## src/mlbd_pkg.sv

```systemverilog
package mlbd_pkg;

  // Default and fixed limits of the source image
  localparam int MAX_WIDTH_DEF = 1024;
  localparam int MAX_HEIGHT    = 1024;
  localparam int ROW_W         = 10;

  // Configuration port
  localparam int CFG_W     = 11;
  localparam int CFG_IDX_W = 8;

  localparam logic [CFG_IDX_W-1:0] REG_SOURCE_WIDTH  = CFG_IDX_W'(0);
  localparam logic [CFG_IDX_W-1:0] REG_SOURCE_HEIGHT = CFG_IDX_W'(1);

  localparam logic [CFG_W-1:0] DIM_RESET = CFG_W'(256);

  // One texel, red in the lowest byte
  typedef struct packed {
    logic [7:0] alpha;
    logic [7:0] blue;
    logic [7:0] green;
    logic [7:0] red;
  } texel_t;

  // Horizontal pair sums, red in the lowest nine bits
  typedef struct packed {
    logic [8:0] alpha;
    logic [8:0] blue;
    logic [8:0] green;
    logic [8:0] red;
  } pair_t;

  // What an accepted texel leaves for the output stage
  typedef struct packed {
    logic emit;
    logic last;
  } issue_t;

endpackage

```

## src/mlbd_blend_out.sv

```systemverilog
module mlbd_blend_out (
  input  logic              clk,
  input  logic              rst,
  input  logic              take,
  input  logic              take_last,
  input  mlbd_pkg::pair_t   pair,
  input  mlbd_pkg::pair_t   above,
  output logic              free,
  output logic              out_valid,
  input  logic              out_ready,
  output mlbd_pkg::texel_t  out_texel,
  output logic              out_last
);
  import mlbd_pkg::*;

  logic        s1_valid;
  logic        s1_last;
  pair_t       s1_pair;
  logic        s1_adv;
  texel_t      avg;
  logic [9:0]  sum_red;
  logic [9:0]  sum_green;
  logic [9:0]  sum_blue;
  logic [9:0]  sum_alpha;

  assign s1_adv = s1_valid && (!out_valid || out_ready);
  assign free   = !s1_valid || s1_adv;

  // Add the stored pair of the row above and drop two fraction bits
  always_comb begin
    sum_red   = {1'b0, above.red}   + {1'b0, s1_pair.red};
    sum_green = {1'b0, above.green} + {1'b0, s1_pair.green};
    sum_blue  = {1'b0, above.blue}  + {1'b0, s1_pair.blue};
    sum_alpha = {1'b0, above.alpha} + {1'b0, s1_pair.alpha};
    avg.red   = sum_red[9:2];
    avg.green = sum_green[9:2];
    avg.blue  = sum_blue[9:2];
    avg.alpha = sum_alpha[9:2];
  end

  // Hold the lower pair while the line store read completes
  always_ff @(posedge clk) begin
    if (rst) begin
      s1_valid <= 1'b0;
    end else if (free) begin
      s1_valid <= take;
    end
  end

  always_ff @(posedge clk) begin
    if (free && take) begin
      s1_pair <= pair;
      s1_last <= take_last;
    end
  end

  // Output register, drop the valid once the transaction completes
  always_ff @(posedge clk) begin
    if (rst) begin
      out_valid <= 1'b0;
    end else if (s1_adv) begin
      out_valid <= 1'b1;
    end else if (out_ready) begin
      out_valid <= 1'b0;
    end
  end

  always_ff @(posedge clk) begin
    if (s1_adv) begin
      out_texel <= avg;
      out_last  <= s1_last;
    end
  end

endmodule

```

## config.mk

```make
export PLATFORM = sky130hd
export DESIGN_NAME = mlbd_blend_out
export DESIGN_NICKNAME = d
export VERILOG_FILES = /design/src/mlbd_pkg.sv /design/src/mlbd_blend_out.sv
export SDC_FILE = /design/constraint.sdc
export NUM_CORES = 1
export LEC_CHECK = 0
export ABC_AREA = 1
export BUFFER_PORTS_ARGS = -buffer_cell sky130_fd_sc_hd__buf_2
export CELL_PAD_IN_SITES_DETAIL_PLACEMENT = 1
export CELL_PAD_IN_SITES_GLOBAL_PLACEMENT = 1
export CORE_ASPECT_RATIO = 1.5
export CORE_UTILIZATION = 35
export CTS_CLUSTER_SIZE = 40
export DETAILED_ROUTE_END_ITERATION = 6
export PLACE_DENSITY = 0.84
export SETUP_SLACK_MARGIN = 0.15
export SLEW_MARGIN = 20
export SYNTH_ARGS = -nofsm -noshare
export SYNTH_HDL_FRONTEND = slang
export SYNTH_SLANG_ARGS = --single-unit
```

## constraint.sdc

```tcl
create_clock -name clk -period 3.5 [get_ports clk]
set_input_delay 0.175 -clock clk [delete_from_list [all_inputs] [get_ports clk]]
set_output_delay 0.175 -clock clk [all_outputs]
set_load 0.02 [all_outputs]
```

==> impl_summary.txt <==
----------------------------------------------------
[Synthesis]
  Cell area after technology mapping ... 0.003761 mm2
  Total of warnings raised by yosys ... 0
  Synthesized netlist net count ... 484
  Flop and latch count out of synthesis ... 72
  Most common flop cell mapped by yosys ... sky130_fd_sc_hd__edfxtp_1
  Seq/Total Area, Yosys ... 56.95%
  Count of cell types in the netlist ... 21
  Fraction of registers with async set or reset after synthesis ... 0%
  Number of enable-type register cells in the synthesized netlist ... 70
  Mean instance size in the synthesized netlist ... 10.03 um2
  Number of instances in the synthesized netlist ... 375

[Routing]
  Routed wire per std cell ... 13.72 um
  Via-per-instance ratio ... 4.579
  Number of violations reported at the end of detailed-routing iteration 0 ... 96
  # DRC ... 0
  Length of the first detailed-routing pass in iterations ... 7
  Post-detailed-routing wire length ... 9.003 mm
  Post-route antenna net violation count ... 0
  Routed via count ... 3004

[Min path]
  Worst hold path stage count ... 2
  Beginning of the worst hold path ... rst
  End of the worst hold path ... s1_valid$_SDFFE_PP0N_
  Path category of the worst min-delay check ... input port to register

[STA]
  Tightest slew margin relative to the limit ... 57.24%
  Max Freq ... 510.3 MHz
  Final Hold Vio Count ... 0
  Final cycle utilization of the critical path ... 55.99%
  Max-slew violation count ... 0
  Clock period minus final worst setup slack ... 1960 ps
  Pin slew with the least headroom to its limit ... 637.5 ps
  Worst hold slack ... 15.37 ps
  Final Skew ... 7.088 ps
  Final Setup Violations ... 0
  Final setup TNS ... 0 ps
  Setup repair after global routing missed its margin ... false

[Clock network]
  Clock Tree Buf Depth ... 2
  Clock Tree Root ... sky130_fd_sc_hd__clkbuf_16
  Number of sinks driven by the clock tree ... 72
  Source-to-sink clock delay at the later pin of the worst-skew pair ... 330 ps
  Clock buffer count from CTS ... 9
  Setup bufs post-CTS ... 0
  CTS HTree Levels ... 3
  Clock tree from TritonCTS ... yes
  Clock slew seen by the registers of the worst setup and hold paths ... 60 ps

[Placement]
  Number of buffer cells added on primary ports ... 111
  Post-detail-place hpwl ... 7.077 mm
  Placed Instance Area ... 0.004523 mm2
  Routability Congestion ... 0.8178
  Post-placement cell count ... 632

[Cells and area]
  Final net count ... 616
  Summed area of non-filler cells in the final layout ... 0.004891 mm2
  Layout cell share with drive strength beyond 1 ... 31.05%
  Diodes inserted ... 0
  Final standard cell count with taps included and fillers excluded ... 656
  Layout overhead on the synthesized area ... 30.04%

[Die]
  I/O Pins ... 112
  Effective utilization at floorplan ... 35.71%
  Die Y-Extent ... 129.0 um
  Site Rows ... 46
  Die Outline Area ... 0.01117 mm2
  Floorplan Core Area ... 0.01053 mm2
  Horizontal die dimension ... 86.64 um

[Critical path]
  Path depth of the worst reg2reg path ... 4
  WP buf/inv ... 2
  Signal arrival time at the worst endpoint ... 2030 ps
  Critical Path Fanout Max ... 19
  CP Cell Sequence ... nand3_1 > nand2_1 > clkinv_1 > buf_4
  Critical-path cell with the highest stage delay ... sky130_fd_sc_hd__clkinv_1
  Worst flop-to-flop path startpoint ... out_valid$_SDFFE_PP0P_
  Kind of capture point of the worst setup path ... register
  Delay of the slowest cell on the worst path ... 520 ps
  Reg2reg setup slack ... 1540 ps
  Kind of cell with the highest combined delay on the critical path ... buffers and inverters
  Endpoint of the lowest-slack register-to-register path ... s1_pair[17]$_DFFE_PP_
  Setup Crit Path Kind ... register to register
  Required time at the endpoint of the critical path ... 3570 ps
  Kind of launch point of the worst setup path ... register

[Power and ir drop]
  Post-layout total power ... 2.358 mW
  Leakage power summed over all cells ... 2.393 nW
  Peak supply drop ... 0.0002431 V
  Pwr per Cell Area ... 482.2 mW/mm2

[Run]
  Number of max-cap violations ... 0

[GRT]
  Global-route usage over all layers ... 17.49%
  Global-route congestion overflow total ... 0
  Pin count of the biggest net entering global routing ... 20
  Vias in the first global route ... 3231
  Antenna violations before repair ... 0
  Global-route wire length before repair ... 14.41 mm

[Run status]
  Status ... complete, no violations

----------------------------------------------------
==> cell type report <==
type | instances | area [um2]
Fill cell | 1260 | 5642
Sequential cell | 72 | 2142
Multi-Input combinational cell | 239 | 1390
Timing Repair Buffer | 121 | 650.6
Inverter | 64 | 240.2
Clock buffer | 9 | 225.2
Tap cell | 144 | 180.2
Clock inverter | 7 | 62.56
==> cell usage after synthesis, types with 3 or more instances <==
cell	count	area share (%)
sky130_fd_sc_hd__edfxtp_1	70	56
sky130_fd_sc_hd__nand2_2	16	2.7
sky130_fd_sc_hd__inv_2	6	0.60
sky130_fd_sc_hd__nor3_1	3	0.40
sky130_fd_sc_hd__ha_1	32	11
sky130_fd_sc_hd__nor2_1	11	1.1
sky130_fd_sc_hd__nor2_2	4	0.67
sky130_fd_sc_hd__xor2_1	12	2.8
sky130_fd_sc_hd__a21oi_1	16	2.1
sky130_fd_sc_hd__nand2_1	108	11
sky130_fd_sc_hd__o21ai_1	6	0.80
sky130_fd_sc_hd__nand3_1	21	2.8
sky130_fd_sc_hd__inv_1	57	5.7
sky130_fd_sc_hd__o21ai_0	3	0.40
==> power by group <==
part | internal (mW) | total (mW) | switching, mW
Combinational | 0.160 | 0.425 | 0.265
Sequential | 1.03 | 1.04 | 0.0165
Clock | 0.545 | 0.889 | 0.344
==> worst register-to-register path, stage by stage, from the launching register on <==
cell	delay [ps]
sky130_fd_sc_hd__dfxtp_1	420
sky130_fd_sc_hd__nand3_1	160
sky130_fd_sc_hd__nand2_1	130
sky130_fd_sc_hd__clkinv_1	520
sky130_fd_sc_hd__buf_4	460
==> timing repair <==
item                       CTS  global route
hold buffers                 5             3
hold endpoints to repair     5             3
resized for setup            0             0
setup endpoints to repair    0             0
==> sequential cells by signal (all words and copies together) (netlist names) <==
name	flops
out_last	1
out_texel	32
s1_valid	1
s1_last	1
s1_pair	36
out_valid	1
==> per-stage QoR <==
step	utilization, %	setup WS [ps]
after floorplan	-	996.5
after global placement	42.94	1605
after detailed placement	42.94	1475
after CTS	46.15	1458
after global routing	46.44	1338
final	46.44	1540
==> cell usage in the layout (no fill, tap or decap), types with 3 or more instances in the layout <==
master                            n
sky130_fd_sc_hd__a21oi_1         15
sky130_fd_sc_hd__buf_2          111
sky130_fd_sc_hd__clkbuf_16        9
sky130_fd_sc_hd__clkinv_1         3
sky130_fd_sc_hd__clkinv_2         4
sky130_fd_sc_hd__dlygate4sd3_1    8
sky130_fd_sc_hd__edfxtp_1        70
sky130_fd_sc_hd__ha_1            32
sky130_fd_sc_hd__inv_1           56
sky130_fd_sc_hd__inv_2            6
sky130_fd_sc_hd__nand2_1        108
sky130_fd_sc_hd__nand2_2         16
sky130_fd_sc_hd__nand3_1         21
sky130_fd_sc_hd__nor2_1          11
sky130_fd_sc_hd__nor2_2           4
sky130_fd_sc_hd__nor3_1           3
sky130_fd_sc_hd__o21ai_0          3
sky130_fd_sc_hd__o21ai_1          6
sky130_fd_sc_hd__xor2_1          12
==> worst max-delay path by stage <==
stage	depth (start not counted)	endpoint	startpoint	slack, ps
6_report	4	s1_pair[17]$_DFFE_PP_	out_valid$_SDFFE_PP0P_	1540
5_1_grt	4	s1_pair[5]$_DFFE_PP_	out_valid$_SDFFE_PP0P_	1340
4_1_cts	4	s1_pair[17]$_DFFE_PP_	out_valid$_SDFFE_PP0P_	1460
3_5_place_dp	4	s1_pair[6]$_DFFE_PP_	out_valid$_SDFFE_PP0P_	1480
3_3_place_gp	4	s1_pair[6]$_DFFE_PP_	out_valid$_SDFFE_PP0P_	1600
2_1_floorplan	1	out_last$_DFFE_PP_	out_valid$_SDFFE_PP0P_	1000
==> metal layers <==
layer	wire length (um)	share of wire (%)	vias up	global-route usage, %
met5	0	0	-	0
li1	-	-	1500	-
met1	3086	34	1399	16.35
met3	467	5.2	25	5.196
met2	5158	57	80	33.24
met4	290	3.2	0	9.706
==> logic make-up (layout without fill, tap and decap cells) <==
| family | Yosys count | count (layout) | synth area share (%) |
|---|---|---|---|
| AND/OR/NAND/NOR | 166 | 166 | 19.00 |
| flip-flops | 72 | 72 | 56.95 |
| buffers and inverters | 64 | 201 | 6.387 |
| adder cells (fa/ha/maj) | 32 | 32 | 10.65 |
| AO/OA/AOI/OAI | 29 | 29 | 4.225 |
| XOR/XNOR | 12 | 12 | 2.794 |
Note: power is estimated with default switching activity, not from simulation.
