<file path="config.mk">
export PLATFORM = sky130hd
export DESIGN_NAME = mlbd_pair_front
export DESIGN_NICKNAME = d
export VERILOG_FILES = /design/src/mlbd_pkg.sv /design/src/mlbd_pair_front.sv
export SDC_FILE = /design/constraint.sdc
export NUM_CORES = 1
export LEC_CHECK = 0
export BUFFER_PORTS_ARGS = -buffer_cell sky130_fd_sc_hd__buf_2
export CORE_MARGIN = 2
export CORE_UTILIZATION = 45
export CTS_CLUSTER_DIAMETER = 40
export CTS_CLUSTER_SIZE = 14
export DETAILED_ROUTE_END_ITERATION = 8
export HOLD_SLACK_MARGIN = 0.06
export PLACE_DENSITY = 0.71
export SLEW_MARGIN = 20
export SYNTH_ARGS = -nofsm -noshare
export SYNTH_HDL_FRONTEND = slang
export SYNTH_SLANG_ARGS = --single-unit
</file>
<file path="constraint.sdc">
create_clock -name clk -period 2.35 [get_ports clk]
set_input_delay 0.235 -clock clk [delete_from_list [all_inputs] [get_ports clk]]
set_output_delay 0.235 -clock clk [all_outputs]
set_load 0.01 [all_outputs]
</file>
<file path="src/mlbd_pkg.sv">
package mlbd_pkg;

  // Default and fixed limits of the source image
  localparam int MAX_WIDTH_DEF = 1024;
  localparam int MAX_HEIGHT    = 1024;
  localparam int ROW_W         = 10;

  // Configuration port
  localparam int CFG_W     = 11;
  localparam int CFG_IDX_W = 8;

  localparam logic [CFG_IDX_W-1:0] REG_SOURCE_WIDTH  = CFG_IDX_W'(0);
  localparam logic [CFG_IDX_W-1:0] REG_SOURCE_HEIGHT = CFG_IDX_W'(1);

  localparam logic [CFG_W-1:0] DIM_RESET = CFG_W'(256);

  // One texel, red in the lowest byte
  typedef struct packed {
    logic [7:0] alpha;
    logic [7:0] blue;
    logic [7:0] green;
    logic [7:0] red;
  } texel_t;

  // Horizontal pair sums, red in the lowest nine bits
  typedef struct packed {
    logic [8:0] alpha;
    logic [8:0] blue;
    logic [8:0] green;
    logic [8:0] red;
  } pair_t;

  // What an accepted texel leaves for the output stage
  typedef struct packed {
    logic emit;
    logic last;
  } issue_t;

endpackage

</file>
<file path="src/mlbd_pair_front.sv">
module mlbd_pair_front #(
  parameter int COL_W  = 10,
  parameter int ADDR_W = 9
) (
  input  logic                        clk,
  input  logic                        rst,
  input  logic                        accept,
  input  mlbd_pkg::texel_t            texel,
  input  logic                        restart,
  input  logic [COL_W-1:0]            col_last,
  input  logic [mlbd_pkg::ROW_W-1:0]  row_last,
  output mlbd_pkg::issue_t            issue,
  output mlbd_pkg::pair_t             pair,
  output logic                        wr_en,
  output logic                        rd_en,
  output logic [ADDR_W-1:0]           slot
);
  import mlbd_pkg::*;

  logic [COL_W-1:0] column_count;
  logic [ROW_W-1:0] row_count;
  texel_t           held_left_texel;
  logic             odd_col;
  logic             odd_row;

  assign odd_col = column_count[0];
  assign odd_row = row_count[0];
  assign slot    = ADDR_W'(column_count >> 1);

  // Add the held left texel to the new right texel
  always_comb begin
    pair.red   = {1'b0, held_left_texel.red}   + {1'b0, texel.red};
    pair.green = {1'b0, held_left_texel.green} + {1'b0, texel.green};
    pair.blue  = {1'b0, held_left_texel.blue}  + {1'b0, texel.blue};
    pair.alpha = {1'b0, held_left_texel.alpha} + {1'b0, texel.alpha};
  end

  // Store pairs on even rows, fetch the row above on odd rows
  assign wr_en      = accept && odd_col && !odd_row;
  assign rd_en      = accept && odd_col && odd_row;
  assign issue.emit = odd_col && odd_row;
  assign issue.last = (row_count == row_last) && (column_count == col_last);

  // Hold the left texel of each pair
  always_ff @(posedge clk) begin
    if (rst) begin
      held_left_texel <= '0;
    end else if (accept && !odd_col) begin
      held_left_texel <= texel;
    end
  end

  // Advance column and row, wrap at the end of the level
  always_ff @(posedge clk) begin
    if (rst || restart) begin
      column_count <= '0;
      row_count    <= '0;
    end else if (accept) begin
      if (column_count == col_last) begin
        column_count <= '0;
        if (row_count == row_last) begin
          row_count <= '0;
        end else begin
          row_count <= row_count + ROW_W'(1);
        end
      end else begin
        column_count <= column_count + COL_W'(1);
      end
    end
  end

endmodule

</file>
==> metrics.md, run 1 <==
| Metric | Value |
|---|---|
| Hpwl dp | between 6 and 7 mm |
| #FFs+latches synth | 52 |
| Worst slack at placement | 0.0516 ns |
| Final Skew | just over 0.008 ns |
| Setup TNS | -0.0494 ns |
| GRT overflow | 0 |
| Clk_lat worst skew | 0.30 ns |
| Synth Area per Inst | slightly above 8 sq um |
| GPL Wtd Cong | 0.837 |
| Area Growth Syn to Fin | 25.7% |
| WP data arrival | around 2.2 ns |
| CTS clk-pin slew, worst paths | approximately 0.10 ns |
| GRT Total Usage | roughly 20% |
| WL/cell | 13.7 microns |
| Async SR Flop Fraction | 0% |
| CP top delay family | compound AO/OA/AOI/OAI gates |
| Tcrit/Tclk final | 101% |
| RSZ-0062 raised after global routing | true |
| Max-slew violation count | 0 |
| Leakage power | between 2 and 2.5 nW |
| # diodes | 0 |
| Clock buffer count from CTS | 5 |
| Setup WS post-layout | -0.0334 ns |
| EDFF count, synth | 0 |
| Crit start category | flop |
| Hold slack | between 0.15 and 0.2 ns |
| Most used DFF post-synth | dfxtp_1 |
| Antenna violations before repair | 0 |
| Placed instance count | around 600 |
| Residual DRC | 0 |
| Slew @ Worst Pin | between 0.5 and 0.6 ns |
| Initial DRC count | between 100 and 150 |
| Setup violations, final | 2 |
| Critical path capture point type | primary output |
| Fin nets | approximately 630 |
| Mapped Nets | 525 |
| Die area | around 8600 sq um |
| Number of antenna-violating nets in the routed design | 0 |
| Worst path buffer plus inverter count | 1 |
| First drt pass iteration count | 4 |
| Cells along the critical path | ha_4 > fa_2 > a21o_1 > a21oi_4 > o21ai_2 > a21o_1 > a21o_1 > buf_2 |
| Hold Violations, Final | 0 |
| Max cap viols | 0 |
| Vias in the first global route | between 3000 and 4000 |
| Clock sink total | 52 |
| Largest net degree at the start of global routing | 34 |
| Initial Utilization | between 40% and 50% |
| Share of the synthesized area in the top cell type | 29.3% |
| Crit path kind | reg2out |
| Largest stage delay on the critical path | ~0.38 ns |
| Worst EP required | about 2.1 ns |
| Max stage delay cell, worst path | fa_2 |
| Number of I/O pins | about 110 |
| Yosys cell types | 37 |
| Most used cell, CP | a21o_1 |
| Hold Crit Class | in2reg |
| Post-DP Area | slightly above 4000 sq um |
| Layout cells sized above 1 | 30.9% |
| Post-layout min period | 2.38 ns |
| Slew HR | 65.3% |
| Final instance area | roughly 4500 sq um |
| Mapped Area | between 3000 and 4000 sq um |
| Crit-path max FO | 3 |
| Avg Vias per Cell | 5.37 |
| Outcome | complete, but fails checks |
| Most frequent cell after synthesis | nand2_1 |
| CTS max path bufs | 2 |
| Row cnt | 32 |
| Top cells by area, synth | dfxtp_1 (29%), ha_1 (12%), xor2_1 (8.4%) |
| Seq/Total Area, Yosys | around 29% |
| Layout Cells excl Fill | 640 |
| Via count | approximately 3400 |
| Port Buf Inserts | 104 |
| Core region area | 7690 sq um |
| Root Buffer | clkbuf_8 |
| Yosys warnings | 0 |
| PD cells | roughly 470 nW/um^2 |
| Most frequent cells after synthesis | nand2_1 (73), dfxtp_1 (52), a21oi_1 (49) |
| Global-route wire length before repair | between 10 and 15 mm |
| CTS tree | done |
| Reg-to-reg slack, setup | around 0.38 ns |
| Post-Syn Instances | about 430 |
| Failing checks | setup timing |
| Htree depth | 2 |
| FMAX | 420 MHz |
| Worst VDD drop | between 300 and 400 uV |
| Total wire length | a little under 9 mm |
| Filler instances | 730 |
| Yosys top cell by area | dfxtp_1 |
| DIE HEIGHT | roughly 93 microns |
| Die width | just over 90 microns |
[where the power goes]
part / switching (mW) / total, mW / internal (mW) / leakage [nW]
Sequential: 0.0238 / 0.939 / 0.915 / 0.426
Clock: 0.288 / 0.491 / 0.204 / 0.0410
Combinational: 0.355 / 0.660 / 0.305 / 1.76
Total: 0.667 / 2.09 / 1.42 / 2.23
[state kept, by name, summed over array words and instances, names as in the netlist]
register and count:
held_left_texel 32, column_count 10, row_count 10
[metrics by stage]
step,power (mW),util (%)
floorplan,1.33,-
global placement,1.53,53.6
detailed placement,1.54,53.6
CTS,2.06,56.2
global route,2.21,58.1
finish,2.09,58.1
[final timing paths]
kind         depth (start not counted)                start             endpoint
max                                  8   held_left_texel[8]             pair[17]
min                                  3             texel[6]   held_left_texel[6]
max reg2reg                          5         row_count[2]         row_count[0]
min reg2reg                          2  held_left_texel[21]  held_left_texel[21]
[metal layers]
metal	wire [microns]	up-vias	track usage, %
met2	4280	83	34.5
met5	0	-	0
met3	486	13	4.80
met4	131	0	5.88
met1	3850	1627	24.6
li1	-	1711	-
[placed cells by master (no fill, tap or decap), types with 4 or more instances in the layout]
cell type,netlist,final
buf_2,1,103
nand2_1,73,73
dfxtp_1,52,48
a21oi_1,49,43
xor2_1,34,34
nor2_1,33,32
ha_1,34,30
buf_4,9,20
a21o_1,19,19
inv_1,13,13
xnor2_1,14,13
o21bai_1,8,8
nor3_1,7,7
nand4_1,7,7
nor4_1,6,6
and3_1,6,6
nand3_1,6,6
a32o_1,5,5
clkbuf_8,0,5
o21a_1,4,4
o21ai_2,0,4
a21oi_2,0,4
o211a_1,4,4
a211oi_2,0,4
fa_2,0,4
ha_4,0,4
dfxtp_2,0,4
[worst min-delay path, stage by stage]
cell,delay (ns)
buf_2,0.11
nand2_1,0.05
a21oi_1,0.05
[area by class of cell]
type	instances	area, sq um	share of cell area (%)
Multi-Input combinational cell	341	2480	55.5
Timing Repair Buffer	125	688	15.4
Sequential cell	52	1050	23.4
Clock buffer	6	72.6	1.62
Tap cell	102	128	2.86
Clock inverter	1	5.00	0.112
Inverter	13	48.8	1.09
[logic make-up (layout without fill, tap and decap cells)]
logic type | count (synthesis) | count (layout) | share of synthesized area (%)
compound gates | 107 | 107 | 19.8
xor+xnor | 48 | 48 | 11.8
fa+ha+maj | 38 | 38 | 14.2
buf+inv | 38 | 145 | 5.00
flops | 52 | 52 | 29.3
mux | 2 | 2 | 0.598
simple gates | 146 | 146 | 19.3
[repair_timing]
item	CTS	global route
setup buffers	8	7
resized for setup	21	19
gates cloned	0	0
endpoints found under the setup margin	8	12
hold buffers	0	0
pin swaps	15	20
Power figures use the tool's default switching activity.
==> run 2: changes to the inputs <==
- SKIP_LAST_GASP: default -> 1
==> run 2 against run 1 <==
  * The run still ends with setup timing left
  * Register-to-register slack hardly changed
  * Critical path depth is the same
  * Via count grew 0.47%
  * Final cell count did not move
  * Design area decreased by 0.25%
  * Non-clock buffer count unchanged
  * Power decreased by 0.14%
  * Setup slack barely moved
  * Sequential power is essentially flat
  * Clock power about the same
  * Critical path type unchanged
==> metrics.md, run 2 (synthesized netlist as in run 1, its figures left out) <==
| Metric | Value |
|---|---|
| Outcome | complete, but fails checks |
| WL/cell | 13.7 microns (+0.25%) |
| Hold Violations, Final | 0 (unchanged) |
| Fin util | 58.0% (-0.15 points) |
| Worst VDD drop | 304 uV (about the same) |
| Hold Crit Class | in2reg |
| Die area | 8630 sq um (unchanged) |
| Fin nets | 632 (unchanged) |
| Post-layout min period | 2.38 ns (+0.0000237 ns) |
| GRT Total Usage | 20.0% (unchanged) |
| Clock sink total | 52 (unchanged) |
| Final Skew | 0.00812 ns (-0.0000276 ns) |
| Antenna violations before repair | 0 (unchanged) |
| Root Buffer | clkbuf_8 |
| P_sw | 667 uW (about the same) |
| Die width | 92.9 microns (unchanged) |
| Layout cells sized above 1 | 30.7% (-0.19 points) |
| GRT overflow | 0 (unchanged) |
| Htree depth | 2 (unchanged) |
| Critical path capture point type | primary output |
| Final instance area | 4460 sq um (-0.25%) |
| Hold-fix buffers, CTS | 0 (unchanged) |
| Core region area | 7690 sq um (unchanged) |
| WP data arrival | 2.15 ns (about the same) |
| Worst slack at placement | 0.0516 ns (unchanged) |
| Post-DP Area | 4120 sq um (unchanged) |
| Largest net degree at the start of global routing | 34 (unchanged) |
| Row cnt | 32 (unchanged) |
| Avg Vias per Cell | 5.39 (+0.47%) |
| Clock buffer count from CTS | 5 (unchanged) |
| Commonest non-fill, non-tap cells in the layout | buf_2 (103), nand2_1 (73), dfxtp_1 (48) |
| Clk_lat worst skew | 0.30 ns (about the same) |
| Initial DRC count | 113 (+4.6%) |
| Global-route wire length before repair | 14.3 mm (unchanged) |
| Residual DRC | 0 (unchanged) |
| FMAX | 420 MHz (about the same) |
| Top reg by flops | held_left_texel |
| Max reg flops | 32 (unchanged) |
| Leading registers by flop count | held_left_texel: 32 flops, column_count: 10 flops, row_count: 10 flops |
| Tcrit/Tclk final | 101% (about the same) |
| CTS tree | done |
| PD cells | 468 nW/um^2 (+0.11%) |
| RSZ-0062 raised after global routing | true |
| Setup WS post-layout | -0.0335 ns (-0.0000237 ns) |
| CTS max path bufs | 2 (unchanged) |
| Initial Utilization | 46.2% (unchanged) |
| Area Growth Syn to Fin | 25.3% |
| Failing checks | setup timing |
| # diodes | 0 (unchanged) |
| Total wire length | 8.77 mm (+0.25%) |
| Port Buf Inserts | 104 (unchanged) |
| Most common cell after layout, fill and taps aside | buf_2 |
| Via count | 3450 (+0.47%) |
| GPL Wtd Cong | 0.837 (unchanged) |
| Number of antenna-violating nets in the routed design | 0 (unchanged) |
| Leakage power | 2.22 nW (-0.37%) |
| Crit start category | flop |
| Comb pwr share | 31.5% (about the same) |
| DIE HEIGHT | 92.9 microns (unchanged) |
| Clock power share | 23.6% (about the same) |
| Int Pwr | 1.42 mW (-0.20%) |
| Crit path kind | reg2out |
| Number of I/O pins | 105 (unchanged) |
| Sw Share | 31.9% (+0.037 points) |
| Slew @ Worst Pin | 0.518 ns (+0.000213 ns) |
| Vias in the first global route | 3278 (unchanged) |
| Crit-path max FO | 3 (unchanged) |
| CTS clk-pin slew, worst paths | 0.10 ns (about the same) |
| Hpwl dp | 6.22 mm (unchanged) |
| Max-slew violation count | 0 (unchanged) |
| Sequential Power Share | 45.0% (about the same) |
| Slew HR | 65.3% (about the same) |
| First drt pass iteration count | 4 (unchanged) |
| Max cap viols | 0 (unchanged) |
| Worst EP required | 2.12 ns (about the same) |
| Setup violations, final | 2 (unchanged) |
-- run 2: cell counts in the layout (fill, tap and decap cells not counted) --
Identical to the previous run, type by type.
-- run 2: worst max-delay path: stages (launching register included) --
cell and delay (ns):
dfxtp_2 0.35, ha_4 0.16, fa_2 0.38, a21o_1 0.21
a21oi_4 0.19, o21ai_2 0.09, a21o_1 0.18, a21o_1 0.15
buf_2 0.13
-- run 2: path summary, 6_finish.rpt --
| path | startpoint | end | slack, ns | cells past startpoint |
|---|---|---|---|---|
| max | held_left_texel[8] | pair[17] | -0.03 | 8 |
| min | texel[6] | held_left_texel[6] | 0.16 | 3 |
| max reg2reg | row_count[2] | row_count[0] | 0.39 | 5 |
| min reg2reg | held_left_texel[21] | held_left_texel[21] | 0.46 | 2 |
-- run 2: power groups by stage --
stage,Clock (mW),Combinational [mW],Sequential [mW]
after global placement,0,0.576,0.954
after floorplan,0,0.381,0.950
after global routing,0.541,0.726,0.943
final,0.492,0.657,0.939
after detailed placement,0,0.587,0.956
after CTS,0.505,0.618,0.937
-- run 2: area by class of cell --
type	instances	area (sq um)
fill	730	3230
sequential	52	1050
tap	102	128
clock buffer	6	72.6
multi-input combinational	341	2470
clock inverter	1	5.00
inverter	13	48.8
timing repair buffer	125	684
-- run 2: timing repair --
| item | 4_1_cts | 5_1_grt |
|---|---|---|
| cloned | 0 | 0 |
| resized for setup | 21 | 17 |
| pin swaps | 15 | 20 |
| endpoints found under the setup margin | 8 | 12 |
| buffers inserted | 8 | 7 |
-- run 2: through the flow --
step                      instances  total power, mW  setup TNS, ns  hold WS (ns)
after global placement          618             1.53              0         0.445
after detailed placement        618             1.54              0         0.453
after CTS                       633             2.06        -0.0420         0.162
final                           640             2.09        -0.0540         0.165
after global routing            640             2.21         -0.480         0.168
after floorplan                 431             1.33              0         0.371
-- run 2: per-layer routing --
metal | up-vias | share of wire (%) | GRT usage, %
li1 | 1711 | - | -
met1 | 1638 | 44 | 24.6
met2 | 86 | 49 | 34.5
met3 | 15 | 5.7 | 4.80
met4 | 0 | 1.6 | 5.88
met5 | - | 0 | 0
